--- src/rtl/afd_pkg.sv ---
`default_nettype none

package afd_pkg;

  // Item kinds
  localparam logic KIND_WRITE  = 1'b0;
  localparam logic KIND_DECODE = 1'b1;

  // Decode sequencer states
  typedef enum logic [1:0] {
    ST_IDLE,
    ST_RDB,
    ST_RDS,
    ST_EXEC
  } state_t;

  // Barrel shift kinds, from shift byte bits 2:1
  typedef enum logic [1:0] {
    SH_LSL,
    SH_LSR,
    SH_ASR,
    SH_ROR
  } shift_t;

  // Shift byte that leaves the operand untouched
  localparam logic [7:0] SHIFT_PASS = 8'h0B;

  // Register numbers with a fixed role
  localparam logic [3:0] REG_SP = 4'd13;
  localparam logic [3:0] REG_PC = 4'd15;

  // ARM load/store patterns
  localparam logic [31:0] ARM_SWP_MASK  = 32'h0FB0_0FF0;
  localparam logic [31:0] ARM_SWP_VAL   = 32'h0100_0090;
  localparam logic [31:0] ARM_SDT_MASK  = 32'h0C00_0000;
  localparam logic [31:0] ARM_SDT_VAL   = 32'h0400_0000;
  localparam logic [31:0] ARM_HW_MASK   = 32'h0E40_0F90;
  localparam logic [31:0] ARM_HWR_VAL   = 32'h0000_0090;
  localparam logic [31:0] ARM_HWI_VAL   = 32'h0040_0090;
  localparam logic [31:0] ARM_BLK_MASK  = 32'h0E00_0000;
  localparam logic [31:0] ARM_BLK_VAL   = 32'h0800_0000;

  // Thumb load/store patterns
  localparam logic [15:0] TH_LDRPC_MASK = 16'hF800;
  localparam logic [15:0] TH_LDRPC_VAL  = 16'h4800;
  localparam logic [15:0] TH_REGOFF_MASK = 16'hF200;
  localparam logic [15:0] TH_REGOFF_VAL = 16'h5000;
  localparam logic [15:0] TH_SEXT_VAL   = 16'h5200;
  localparam logic [15:0] TH_IMMW_MASK  = 16'hE000;
  localparam logic [15:0] TH_IMMW_VAL   = 16'h6000;
  localparam logic [15:0] TH_NIB_MASK   = 16'hF000;
  localparam logic [15:0] TH_IMMH_VAL   = 16'h8000;
  localparam logic [15:0] TH_SPREL_VAL  = 16'h9000;
  localparam logic [15:0] TH_PUSH_MASK  = 16'hF700;
  localparam logic [15:0] TH_PUSH_VAL   = 16'hB500;
  localparam logic [15:0] TH_LDM_VAL    = 16'hC000;

  // Base register number for a Thumb instruction
  function automatic logic [3:0] afd_thumb_base(input logic [15:0] op);
    logic [3:0] idx;
    idx = '0;
    if ((op & TH_LDRPC_MASK) == TH_LDRPC_VAL) begin
      idx = REG_PC;
    end else if (((op & TH_REGOFF_MASK) == TH_REGOFF_VAL) ||
                 ((op & TH_REGOFF_MASK) == TH_SEXT_VAL) ||
                 ((op & TH_IMMW_MASK) == TH_IMMW_VAL) ||
                 ((op & TH_NIB_MASK) == TH_IMMH_VAL)) begin
      idx = {1'b0, op[5:3]};
    end else if (((op & TH_NIB_MASK) == TH_SPREL_VAL) ||
                 ((op & TH_PUSH_MASK) == TH_PUSH_VAL)) begin
      idx = REG_SP;
    end else begin
      idx = {1'b0, op[10:8]};
    end
    return idx;
  endfunction

  // Offset register number for the Thumb register-offset forms
  function automatic logic [3:0] afd_thumb_index(input logic [15:0] op);
    return op[9] ? {2'b00, op[7:6]} : {1'b0, op[8:6]};
  endfunction

  // ARM barrel shifter driven by the shift byte
  function automatic logic [31:0] afd_barrel(input logic [31:0] v, input logic [7:0] sh,
                                             input logic [7:0] rs);
    logic [7:0]  amt;
    logic        big;
    logic [63:0] dbl;
    logic [31:0] res;
    amt = sh[0] ? rs : {3'b000, sh[7:3]};
    big = (amt[7:5] != 3'b000);
    dbl = {v, v} >> amt[4:0];
    case (shift_t'(sh[2:1]))
      SH_LSL:  res = big ? '0 : (v << amt[4:0]);
      SH_LSR:  res = big ? '0 : (v >> amt[4:0]);
      SH_ASR:  res = big ? {32{v[31]}} : 32'($signed(v) >>> amt[4:0]);
      SH_ROR:  res = dbl[31:0];
      default: res = v;
    endcase
    if (sh == SHIFT_PASS) begin
      res = v;
    end
    return res;
  endfunction

endpackage

`default_nettype wire

--- src/rtl/arm_fault_address_decoder.sv ---
// ARM / Thumb data abort address decoder.
//
// Input channel (in_valid / in_stall) carries one request per accept. A
// request with kind 0 writes reg_value into saved register reg_index and
// gives no result. A request with kind 1 decodes opcode (Thumb when thumb is
// set, low 16 bits only) against the load/store patterns and returns the
// accessed data address on the output channel (out_valid / out_stall), with
// matched low and address zero for an opcode that fits no pattern.
//
// Saved registers live in a 16 x 32 synchronous RAM with one read port. A
// decode issues three reads (base, offset register, shift amount register)
// on successive cycles, in IDLE (the accepting cycle), RDB and RDS, and
// forms the address in EXEC, from which the output register is loaded. No
// request is accepted until the sequencer is back in IDLE. A register write
// is taken in its accepting cycle, so writes may follow back to back.
//
// Reset clears a valid bit per register, so every saved register reads as
// zero until written. A result waits in the output register while
// out_stall is high; the next request may be accepted meanwhile, and its
// decode holds in the last step until the output register is free.
`default_nettype none

module arm_fault_address_decoder
  import afd_pkg::*;
(
  input  wire logic        clk,
  input  wire logic        rst,
  input  wire logic        in_valid,
  output logic             in_stall,
  input  wire logic        kind,
  input  wire logic [3:0]  reg_index,
  input  wire logic [31:0] reg_value,
  input  wire logic [31:0] opcode,
  input  wire logic        thumb,
  output logic             out_valid,
  input  wire logic        out_stall,
  output logic [31:0]      fault_address,
  output logic             matched
);

  // Saved register RAM and per-entry valid bits
  logic [31:0] regs [16];
  logic [15:0] reg_valid;
  logic [3:0]  rd_addr;
  logic [31:0] rd_data;
  logic        rd_valid;
  logic [31:0] rd_out;

  state_t      state, state_next;
  logic [31:0] op;
  logic        op_thumb;
  logic [31:0] base;
  logic [31:0] opb;

  logic        in_fire;
  logic        wr_en;
  logic        exec_fire;

  logic [31:0] shifted;
  logic [31:0] offset;
  logic        sub;
  logic        hit;
  logic [31:0] addr;

  assign in_fire   = in_valid && !in_stall;
  assign wr_en     = in_fire && (kind == KIND_WRITE);
  assign exec_fire = (state == ST_EXEC) && (!out_valid || !out_stall);
  assign in_stall  = (state != ST_IDLE);
  assign rd_out    = rd_valid ? rd_data : '0;

  // Pick read address for the current step
  always_comb begin
    case (state)
      ST_IDLE: rd_addr = thumb ? afd_thumb_base(opcode[15:0]) : opcode[19:16];
      ST_RDB:  rd_addr = op_thumb ? afd_thumb_index(op[15:0]) : op[3:0];
      ST_RDS:  rd_addr = op[11:8];
      default: rd_addr = op[11:8];
    endcase
  end

  // Write and read the register RAM
  always_ff @(posedge clk) begin
    if (wr_en) begin
      regs[reg_index] <= reg_value;
    end
    rd_data <= regs[rd_addr];
  end

  // Track written entries
  always_ff @(posedge clk) begin
    if (rst) begin
      reg_valid <= '0;
      rd_valid  <= 1'b0;
    end else begin
      rd_valid <= reg_valid[rd_addr];
      if (wr_en) begin
        reg_valid[reg_index] <= 1'b1;
      end
    end
  end

  // Sequencer state
  always_ff @(posedge clk) begin
    if (rst) begin
      state <= ST_IDLE;
    end else begin
      state <= state_next;
    end
  end

  always_comb begin
    state_next = state;
    case (state)
      ST_IDLE: if (in_fire && (kind == KIND_DECODE)) state_next = ST_RDB;
      ST_RDB:  state_next = ST_RDS;
      ST_RDS:  state_next = ST_EXEC;
      ST_EXEC: if (exec_fire) state_next = ST_IDLE;
      default: state_next = ST_IDLE;
    endcase
  end

  // Capture request and operands
  always_ff @(posedge clk) begin
    if (in_fire) begin
      op       <= opcode;
      op_thumb <= thumb;
    end
    if (state == ST_RDB) begin
      base <= rd_out;
    end
    if (state == ST_RDS) begin
      opb <= rd_out;
    end
  end

  // Decode and form the address; the shift amount register is on rd_out
  always_comb begin
    shifted = afd_barrel(opb, op[11:4], rd_out[7:0]);
    offset  = '0;
    sub     = 1'b0;
    hit     = 1'b1;
    if (op_thumb) begin
      if ((op[15:0] & TH_LDRPC_MASK) == TH_LDRPC_VAL) begin
        offset = {{24{op[7]}}, op[7:0]};
      end else if (((op[15:0] & TH_REGOFF_MASK) == TH_REGOFF_VAL) ||
                   ((op[15:0] & TH_REGOFF_MASK) == TH_SEXT_VAL)) begin
        offset = opb;
      end else if (((op[15:0] & TH_IMMW_MASK) == TH_IMMW_VAL) ||
                   ((op[15:0] & TH_NIB_MASK) == TH_IMMH_VAL)) begin
        offset = {25'd0, op[10:6], 2'b00};
      end else if ((op[15:0] & TH_NIB_MASK) == TH_SPREL_VAL) begin
        offset = {{24{op[7]}}, op[7:0]};
      end else if (((op[15:0] & TH_PUSH_MASK) == TH_PUSH_VAL) ||
                   ((op[15:0] & TH_NIB_MASK) == TH_LDM_VAL)) begin
        offset = '0;
      end else begin
        hit = 1'b0;
      end
    end else begin
      if ((op & ARM_SWP_MASK) == ARM_SWP_VAL) begin
        offset = '0;
      end else if ((op & ARM_SDT_MASK) == ARM_SDT_VAL) begin
        if (op[24]) begin
          sub    = !op[23];
          offset = op[25] ? shifted : {20'd0, op[11:0]};
        end
      end else if ((op & ARM_HW_MASK) == ARM_HWR_VAL) begin
        sub    = !op[23];
        offset = shifted;
      end else if ((op & ARM_HW_MASK) == ARM_HWI_VAL) begin
        sub    = !op[23];
        offset = {24'd0, op[11:8], op[3:0]};
      end else if ((op & ARM_BLK_MASK) == ARM_BLK_VAL) begin
        offset = '0;
      end else begin
        hit = 1'b0;
      end
    end
    addr = sub ? (base - offset) : (base + offset);
    if (!hit) begin
      addr = '0;
    end
  end

  // Output register: load on finish, drop when taken
  always_ff @(posedge clk) begin
    if (rst) begin
      out_valid <= 1'b0;
    end else if (exec_fire) begin
      out_valid <= 1'b1;
    end else if (!out_stall) begin
      out_valid <= 1'b0;
    end
  end

  always_ff @(posedge clk) begin
    if (exec_fire) begin
      fault_address <= addr;
      matched       <= hit;
    end
  end

  // A result appears only out of the final decode step
  a_result_from_exec: assert property (@(posedge clk) disable iff (rst)
    $rose(out_valid) |-> $past(state) == ST_EXEC)
    else $error("result without decode");

  // An unmatched opcode reports address zero
  a_unmatched_zero: assert property (@(posedge clk) disable iff (rst)
    (out_valid && !matched) |-> fault_address == '0)
    else $error("unmatched opcode with nonzero address");

  // A decode request walks through the read steps RDB and RDS into EXEC
  a_decode_walk: assert property (@(posedge clk) disable iff (rst)
    (in_fire && (kind == KIND_DECODE)) |=>
      (state == ST_RDB) ##1 (state == ST_RDS) ##1 (state == ST_EXEC))
    else $error("decode sequence broken");

  // No request is taken while a decode is in flight
  a_no_overlap: assert property (@(posedge clk) disable iff (rst)
    (state != ST_IDLE) |-> !in_fire)
    else $error("request accepted during decode");

endmodule

`default_nettype wire

--- config.mk ---
export PLATFORM = sky130hd
export DESIGN_NAME = arm_fault_address_decoder
export DESIGN_NICKNAME = d
export VERILOG_FILES = /design/src/rtl/afd_pkg.sv /design/src/rtl/arm_fault_address_decoder.sv
export SDC_FILE = /design/constraint.sdc
export NUM_CORES = 1
export LEC_CHECK = 0
export BUFFER_PORTS_ARGS = -buffer_cell sky130_fd_sc_hd__buf_2
export CAP_MARGIN = 40
export CORE_ASPECT_RATIO = 1.25
export CORE_MARGIN = 2
export CORE_UTILIZATION = 45
export CTS_BUF_LIST = sky130_fd_sc_hd__clkbuf_16
export CTS_CLUSTER_DIAMETER = 100
export DETAILED_ROUTE_END_ITERATION = 10
export PLACE_DENSITY = 0.63
export SYNTH_ARGS = -nofsm -noshare
export SYNTH_HDL_FRONTEND = slang
export SYNTH_SLANG_ARGS = --single-unit
export TNS_END_PERCENT = 30
--- constraint.sdc ---
create_clock -name clk -period 5.9 [get_ports clk]
set_input_delay 0.295 -clock clk [delete_from_list [all_inputs] [get_ports clk]]
set_output_delay 0.295 -clock clk [all_outputs]
set_load 0.02 [all_outputs]
Word level (Yosys, flattened, before mapping)
Memories as Yosys holds them, arrays and structs flattened. A register that Yosys moved wholly into a read port is not among the register bits.
Index checks and enable logic that the tools add are counted.
- register bits: 146
- bits in latches: 0
- RAM bits: 512
- bits in read-only memories: 0
- input port bits: 74
- logic and storage cells: 128
- memories: 1
- add/sub/neg operators: 2
- multipliers: 0
- div/mod/pow operators: 0
- magnitude comparators: 3
- equality and inequality tests: 30
- shift operators: 4
- mux-type cells: 54
- bitwise logic cells: 2
- reductions and logical operators: 22
- memories (memory ; words ; bits a word ; rd ports ; clocked after Yosys merged registers in ; write ports ; RTL line ; text):
    regs ; 16 ; 32 ; 1 ; 1 ; 1 ; arm_fault_address_decoder.sv:42 ; logic [31:0] regs [16];
- operators with widths (cell ; number):
    two-way mux 32 bit ; 16
    one-hot mux 32 bit (4 select lines) ; 1
    >> shifter 64 x 5 -> 32 bit ; 1
    adder 32 bit ; 1
    << shifter 32 x 5 -> 32 bit ; 1
    >> shifter 32 x 5 -> 32 bit ; 1
    >>> shifter 32 x 5 -> 32 bit ; 1
    subtractor 32 bit ; 1
    equality test 5 x 4 -> 1 bit, second input constant ; 6
    two-way mux 1 bit ; 23
    equality test 4 bit, second input constant ; 5
    two-way mux 4 bit ; 5
    two-way mux 8 bit ; 2
    OR 16 bit ; 1
    equality test 15 x 12 -> 1 bit, second input constant ; 1
    equality test 7 bit, second input constant ; 2
    equality test 10 x 2 -> 1 bit, second input constant ; 1
    equality test 10 x 7 -> 1 bit, second input constant ; 1
    less-than comparator 4 x 5 -> 1 bit, second input constant ; 2
    equality test 2 bit, second input constant ; 4
    equality test 8 x 4 -> 1 bit, second input constant ; 1
    logical OR 1 bit ; 8
    one-hot mux 2 bit (4 select lines) ; 1
    one-hot mux 4 bit (2 select lines) ; 1
    17 further kinds ; 30

Longest topological paths before layout
Gate-level depths: netlist (run 1).
- depth in word-level cells: 13
- mapped depth: 31
- depth with buffers taken out: 27

Worst setup path before layout (run 1)
No wires, ideal clock.
- path type: flip-flop to flip-flop
- start point: register op[4]
- end point: register fault_address[31], data pin
- setup time: 148 ps
- arrival: 5702 ps
- data required time: 5752 ps
- slack: 49 ps
- stages on the path, launching flop included: 26
- buffers on the path: 1
- period minus slack after synthesis: 5851 ps
- cells stage by stage: edfxtp_1 -> and3_4 -> buf_6 -> nor2_2 -> mux2_4 -> a22oi_4 -> o221ai_1 -> a2111oi_2 -> o221ai_1 -> a21oi_1 -> nand4_1 -> nor3b_4 -> a21oi_1 -> xor2_1 -> ha_1 -> o21a_1 -> o21a_1 -> nand3_1 -> a2bb2oi_1 -> or3_1 -> a311o_1 -> nand2b_1 -> a21oi_1 -> nor4_1 -> or3_1 -> mux2i_1
- cells in the longest elaborated chain, start to end: 12
- elaborated cells on any way between the ends: 39
- classes of those cells: add/sub: 2; eq/ne: 4; shift: 4; mux: 28; reduce/logical: 1
- RTL lines (element ; RTL line ; text):
    start, declared ; arm_fault_address_decoder.sv:50 ; logic [31:0] op;
    start signal, assigned ; arm_fault_address_decoder.sv:125 ; op <= opcode;
    two-way mux 8 bit ; afd_pkg.sv:90 ; amt = sh[0] ? rs : {3'b000, sh[7:3]};
    >>> shifter 32 x 5 -> 32 bit (tied with other cells) ; afd_pkg.sv:96 ; SH_ASR: res = big ? {32{v[31]}} : 32'($signed(v) >>> amt[4:0]);
    two-way mux 32 bit (on tied branches) ; afd_pkg.sv:96, afd_pkg.sv:94, afd_pkg.sv:95 ;
    one-hot mux 32 bit (4 select lines) ; afd_pkg.sv:93 ; case (shift_t'(sh[2:1]))
    two-way mux 32 bit ; afd_pkg.sv:100 ; if (sh == SHIFT_PASS) begin
    two-way mux 32 bit ; arm_fault_address_decoder.sv:165 ; offset = op[25] ? shifted : {20'd0, op[11:0]};
    two-way mux 32 bit ; arm_fault_address_decoder.sv:163 ; if (op[24]) begin
    two-way mux 32 bit ; arm_fault_address_decoder.sv:162 ; end else if ((op & ARM_SDT_MASK) == ARM_SDT_VAL) begin
    two-way mux 32 bit ; arm_fault_address_decoder.sv:160 ; if ((op & ARM_SWP_MASK) == ARM_SWP_VAL) begin
    two-way mux 32 bit ; arm_fault_address_decoder.sv:142 ; if (op_thumb) begin
    adder 32 bit / subtractor 32 bit (equally long branches) ; arm_fault_address_decoder.sv:179 ; addr = sub ? (base - offset) : (base + offset);
    two-way mux 32 bit ; arm_fault_address_decoder.sv:179 ;
    end signal, assigned ; arm_fault_address_decoder.sv:198 ; fault_address <= addr;
    end, declared ; arm_fault_address_decoder.sv:37 ; output logic [31:0] fault_address,
Parallel ways exist; a longest one is shown, timed or not.
A chain may end at the register's enable or synchronous reset.

Worst setup path after layout (run 1)
Ends and elaborated chain as after synthesis.

==> results of run 1 <==
[synth_stat cells, types with 52 or more instances]
cell        n  area [um2]
a211oi_1  181        1360
a21oi_1   188         941
a311oi_1   72         631
a31oi_1    95         594
and2_1    175        1090
clkbuf_1  154         578
dfxtp_1    52        1040
edfxtp_1  634       19000
nand2_1   430        1610
nand3_1   190         951
nor2_1    194         728
o21ai_0   124         621
o21ai_1    58         290
[stage by stage]
| stage | total power, mW | util [%] |
|---|---|---|
| after detailed placement | 20.8 | 54.7 |
| final | 26.3 | 59.5 |
| after global routing | 27.4 | 59.5 |
| after global placement | 20.5 | 54.6 |
| after floorplan | 13.8 | - |
| after CTS | 25.2 | 58.5 |
[where the power goes]
group	switching (mW)	total [mW]	internal, mW
clock	1.81	4.04	2.24
sequential	0.317	6.18	5.86
combinational	9.54	16.1	6.53
[cells by family after synthesis]
kind of cell / synth area share [%]
AND/OR/NAND/NOR: 15.8
XOR/XNOR: 1.29
adder cells (fa/ha/maj): 1.35
buffers and inverters: 3.11
AO/OA/AOI/OAI: 19.9
multiplexers: 0.695
flip-flops: 57.8
[area by class of cell]
class	count	area, um2	share of cell area (%)
inverter	24	90.1	0.199
multi-input combinational	2267	14500	32.1
sequential	686	20100	44.3
antenna	3	7.51	0.0166
clock buffer	69	1730	3.81
timing repair buffer	924	7300	16.1
tap	977	1220	2.70
clock inverter	52	370	0.817
[routing by layer]
layer | vias up | global-route usage, % | share of wire, %
li1 | 13800 | - | -
met1 | 15700 | 45.4 | 36
met2 | 1784 | 63.1 | 47
met3 | 508 | 6.74 | 7.6
met4 | 0 | 30.4 | 9.6
met5 | - | 0 | 0
[worst max-delay path: cells and delay by family, from the launching register on]
family,cells,cell delay (ns)
AOI/OAI and AO/OA,8,1.60
xor gates and xnor gates,1,0.18
adders and majority gates,1,0.34
buffers and inverters,7,1.29
DFF,1,0.50
muxes,1,0.14
and+or+nand+nor,11,2.12
[flip-flops by register name (all words and copies together), names as in the netlist]
signal         cells
reg_valid         16
state              2
fault_address     32
regs             512
rd_data           32
rd_valid           1
op                24
matched            1
op_thumb           1
opb               32
base              32
out_valid          1
[final timing paths]
path	from	end	slack (ns)	depth (start not counted)
setup reg to reg	op[4]$_DFFE_PP_	fault_address[31]$_SDFFCE_PN0P_	-0.44	29
setup / recovery	op[4]$_DFFE_PP_	fault_address[31]$_SDFFCE_PN0P_	-0.44	29
hold reg to reg	reg_valid[12]$_SDFFE_PP0P_	reg_valid[12]$_SDFFE_PP0P_	0.46	2
hold / removal	reg_value[31]	regs[12][31]$_DFFE_PP_	0.03	1
[repair_timing]
item                       CTS  global route
pin swaps                   31            67
resized for setup           71           130
setup buffers               30            21
gates cloned                 1             1
setup endpoints to repair   19            19
hold buffers                28             0
hold endpoints to repair    61             0
==> reports/metrics.yaml, run 1 <==
clock_tree:
  clock_path_buffers: 3
  cts_buffers: 67
  cts.clk_slew.worst_paths_ns: 0.06
  clock-root-buffer: "clkbuf_16"
  cts_tree: "built"
  clkLatencyLatePin_ns: 0.63
  cts_sinks: 686
  h-tree-depth: 3
outcome:
  status: "finished with violations"
  violations: "negative setup slack"
die:
  die_y_um: 315
  die_w_um: 253
  ios: 109
  dieArea_um2: 79500
  rows: 113
  start_util_pct: 45.6
  core_area_um2: 76200
critical_path:
  critPathMaxFanout: 20
  critical_path_class: "flip-flop to flip-flop"
  crit_required_ns: 6.38
  path_common_cell: "buf_4"
  end_kind: "flip-flop"
  cp.arrival_ns: 6.82
  cpPeakStageDelay_ns: 0.50
  start_kind: "flip-flop"
  critPathSlowestCell: "edfxtp_1"
power_and_ir_drop:
  p_leak_nw: 16.9
  vdd_ir_drop_max_mv: 0.610
  powerDensity_nw_per_um2: 580
global_route:
  antenna_found_initial: 7
  grt_pass1_vias: 31000
  gr-total-overflow: 0
  grt_pass1_wl_um: 219000
  grt_use_total_pct: 38.7
  grt_max_degree: 211
routing:
  ant_nets: 0
  drc: 0
  viasPerCell: 6.36
  vias: 31800
  drt_iter0_drc: 3433
  finalWirelength_um: 155000
  first_pass_iters: 7
  wl_per_cell_um: 30.9
worst_hold_path:
  min_path_type: "input port to flip-flop"
yosys:
  synth-async-reset-ratio_pct: 0
  synth_edf_count: 634
  synth_area_per_cell_um2: 10.8
  syn_area_um2: 34700
  ys_types: 108
  synthFlopType: "edfxtp_1"
  synth_warnings: 0
  postSynthCellCount: 3202
  seq_area_frac_synth_pct: 57.8
  synthesis.nets: 3313
  ys_seq_elements: 686
final_layout:
  final.fill_count: 6096
  stdcell_area_um2: 45300
  mostFrequentLayoutCell: "buf_4"
  final_cell_mix: "buf_4, edfxtp_1, nand2_1"
  area_growth_pct: 30.5
  drive_gt1_share_pct: 29.8
  fin_nets: 4081
  final_cells: 5002
placed_design:
  post-place-cells: 4798
  routabilityCongestion: 1.12
  portBuffers: 104
  post-dp-hpwl_um: 110000
  placed_area_um2: 41700
  pre_cts_ws_ns: -0.768
timing:
  hold_violations: 0
  setup_viol: 9
  fin_crit_ns: 6.34
  skew_ns: 0.0380
  timing.hold.ws_ns: 0.0329
  fin_ws_ns: -0.436
  period_share_pct: 107
  tightestPinTransition_ns: 1.05
  fmax_ghz: 0.158
  drv_slew: 0
  rsz0062_at_grt: "true"
  timing.slew.headroom_pct: 30.2
  setup_tns_ns: -2.83
job:
  maxCapViolCount: 0
No activity file was read; power rests on OpenSTA's default activity.
==> inputs of run 2 (changes only) <==
Settings changed: CELL_PAD_IN_SITES_DETAIL_PLACEMENT set to 0, CELL_PAD_IN_SITES_GLOBAL_PLACEMENT set to 1, PLACE_DENSITY 0.63 to 0.75.
==> run 2 against run 1 <==
- the run still ends with negative setup slack left
- fmax rose by 0.85%
- sequential share of layout area barely moved
- hold slack got worse by 0.0023 ns
- cell count rose by 0.22%
- critical path type unchanged
==> reports/metrics.yaml, run 2 (same netlist as run 1, synthesis figures left out) <==
global_route:
  grt_pass1_wl_um: 212000  # -2.9%
  antenna_found_initial: 11  # +4
  gr-total-overflow: 0  # unchanged
  grt_max_degree: 137  # -35%
  grt_pass1_vias: 30800  # -0.54%
  grt_use_total_pct: 37.6  # -1.1 points
job:
  maxCapViolCount: 0  # unchanged
clock_tree:
  clkLatencyLatePin_ns: 0.64  # about the same
  cts_buffers: 69  # +3.0%
  cts.clk_slew.worst_paths_ns: 0.06  # about the same
  clock_path_buffers: 3  # unchanged
  cts_sinks: 686  # unchanged
  h-tree-depth: 3  # unchanged
  cts_tree: "built"
  clock-root-buffer: "clkbuf_16"
critical_path:
  critPathLaunch: "op[4]$_DFFE_PP_"
  crit_required_ns: 6.40  # +0.02 ns
  worstReg2RegStart: "op[4]$_DFFE_PP_"
  critical_path_class: "flip-flop to flip-flop"
  start_kind: "flip-flop"
  critPathMaxFanout: 8  # -60%
  cpPeakStageDelay_ns: 0.57  # +0.07 ns
  path_common_cell: "buf_6"
  cp.arrival_ns: 6.78  # -0.04 ns
  end_kind: "flip-flop"
  critPathSlowestCell: "a222oi_1"
die:
  die_w_um: 253  # unchanged
  die_y_um: 315  # unchanged
  core_area_um2: 76200  # unchanged
  dieArea_um2: 79500  # unchanged
  rows: 113  # unchanged
  start_util_pct: 45.6  # unchanged
  ios: 109  # unchanged
power_and_ir_drop:
  vdd_ir_drop_max_mv: 0.341  # -44%
  p_leak_nw: 16.9  # +0.14%
  power.total_mw: 26.1  # -0.89%
  powerDensity_nw_per_um2: 574  # -0.97%
timing:
  skew_ns: 0.0333  # -0.00472 ns
  drv_slew: 0  # unchanged
  fin_crit_ns: 6.28  # -0.0533 ns
  tightestPinTransition_ns: 0.846  # -0.201 ns
  hold_violations: 0  # unchanged
  fmax_ghz: 0.159  # +0.85%
  rsz0062_at_grt: "true"
  fin_ws_ns: -0.383  # +0.0533 ns
  setup_viol: 8  # -1
  period_share_pct: 106  # -0.90 points
  timing.slew.headroom_pct: 43.4  # +13 points
final_layout:
  drive_gt1_share_pct: 29.8  # +0.065 points
  top_register: "regs"
  fin_nets: 4085  # +0.098%
  largest_register_ffs: 512  # unchanged
  area_growth_pct: 30.6  # about the same
  final_cell_mix: "buf_4, edfxtp_1, nand2_1"
  mostFrequentLayoutCell: "buf_4"
routing:
  finalWirelength_um: 150000  # -2.8%
  first_pass_iters: 6  # -1
  drt_iter0_drc: 3644  # +6.1%
  drc: 0  # unchanged
  ant_nets: 0  # unchanged
  wl_per_cell_um: 30.0  # -3.0%
  viasPerCell: 6.31  # -0.75%
  vias: 31600  # -0.53%
placed_design:
  post-dp-hpwl_um: 106000  # -3.7%
  portBuffers: 104  # unchanged
  routabilityCongestion: 1.13  # +1.0%
  pre_cts_ws_ns: -0.789  # -0.0205 ns
outcome:
  status: "finished with violations"
  violations: "negative setup slack"
worst_hold_path:
  min_from: "reg_value[29]"
  min_path_type: "input port to flip-flop"
[run 2: layout make-up]
type / count / area (um2)
Antenna cell: 6 / 15.0
Clock buffer: 71 / 1780
Clock inverter: 56 / 373
Fill cell: 6184 / 30800
Inverter: 24 / 90.1
Multi-Input combinational cell: 2268 / 14600
Sequential cell: 686 / 20100
Tap cell: 977 / 1220
Timing Repair Buffer: 925 / 7220
[run 2: critical path: cells and delay by family (launching register included)]
family	cells	cell delay, ns
AOI/OAI and AO/OA	10	2.46
xor gates and xnor gates	1	0.09
and+or+nand+nor	9	1.69
muxes	1	0.12
buffers and inverters	7	1.10
adders and majority gates	1	0.30
DFF	1	0.38
[run 2: layer usage]
layer	track usage (%)	up-vias	share of wire (%)
li1	-	13900	-
met1	42.8	15400	35
met2	60.7	1799	46
met3	8.95	583	8.6
met4	30.4	10	9.7
met5	0	-	0.051
[run 2: where the power goes]
part	switching (mW)	internal, mW
registers	0.327	5.86
logic	9.28	6.48
clock network	1.85	2.26
total	11.5	14.6
[run 2: final timing paths]
path,endpoint,slack [ns],cells past startpoint
max reg2reg,fault_address[31]$_SDFFCE_PN0P_,-0.38,29
min reg2reg,reg_valid[12]$_SDFFE_PP0P_,0.47,2
max,fault_address[31]$_SDFFCE_PN0P_,-0.38,29
min,regs[14][29]$_DFFE_PP_,0.03,1
[run 2: timing repair]
item	CTS	global route
resized for setup	113	94
pin swaps	49	43
hold buffers	25	0
endpoints found under the setup margin	17	20
hold endpoints to repair	27	0
gates cloned	3	1
buffers inserted	49	18
[run 2: stage by stage]
step           TNS (ns)  hold WS [ns]  area, um2  std cells  utilization, %
2_1_floorplan         0         0.394      34700       3202               -
3_3_place_gp      -5.59         0.441      41400       4781            54.3
3_5_place_dp      -6.45         0.454      41500       4788            54.4
4_1_cts           -1.75       0.00570      44800       4991            58.7
5_1_grt           -4.53        0.0228      45400       5009            59.5
6_report          -2.44        0.0306      45400       5013            59.5
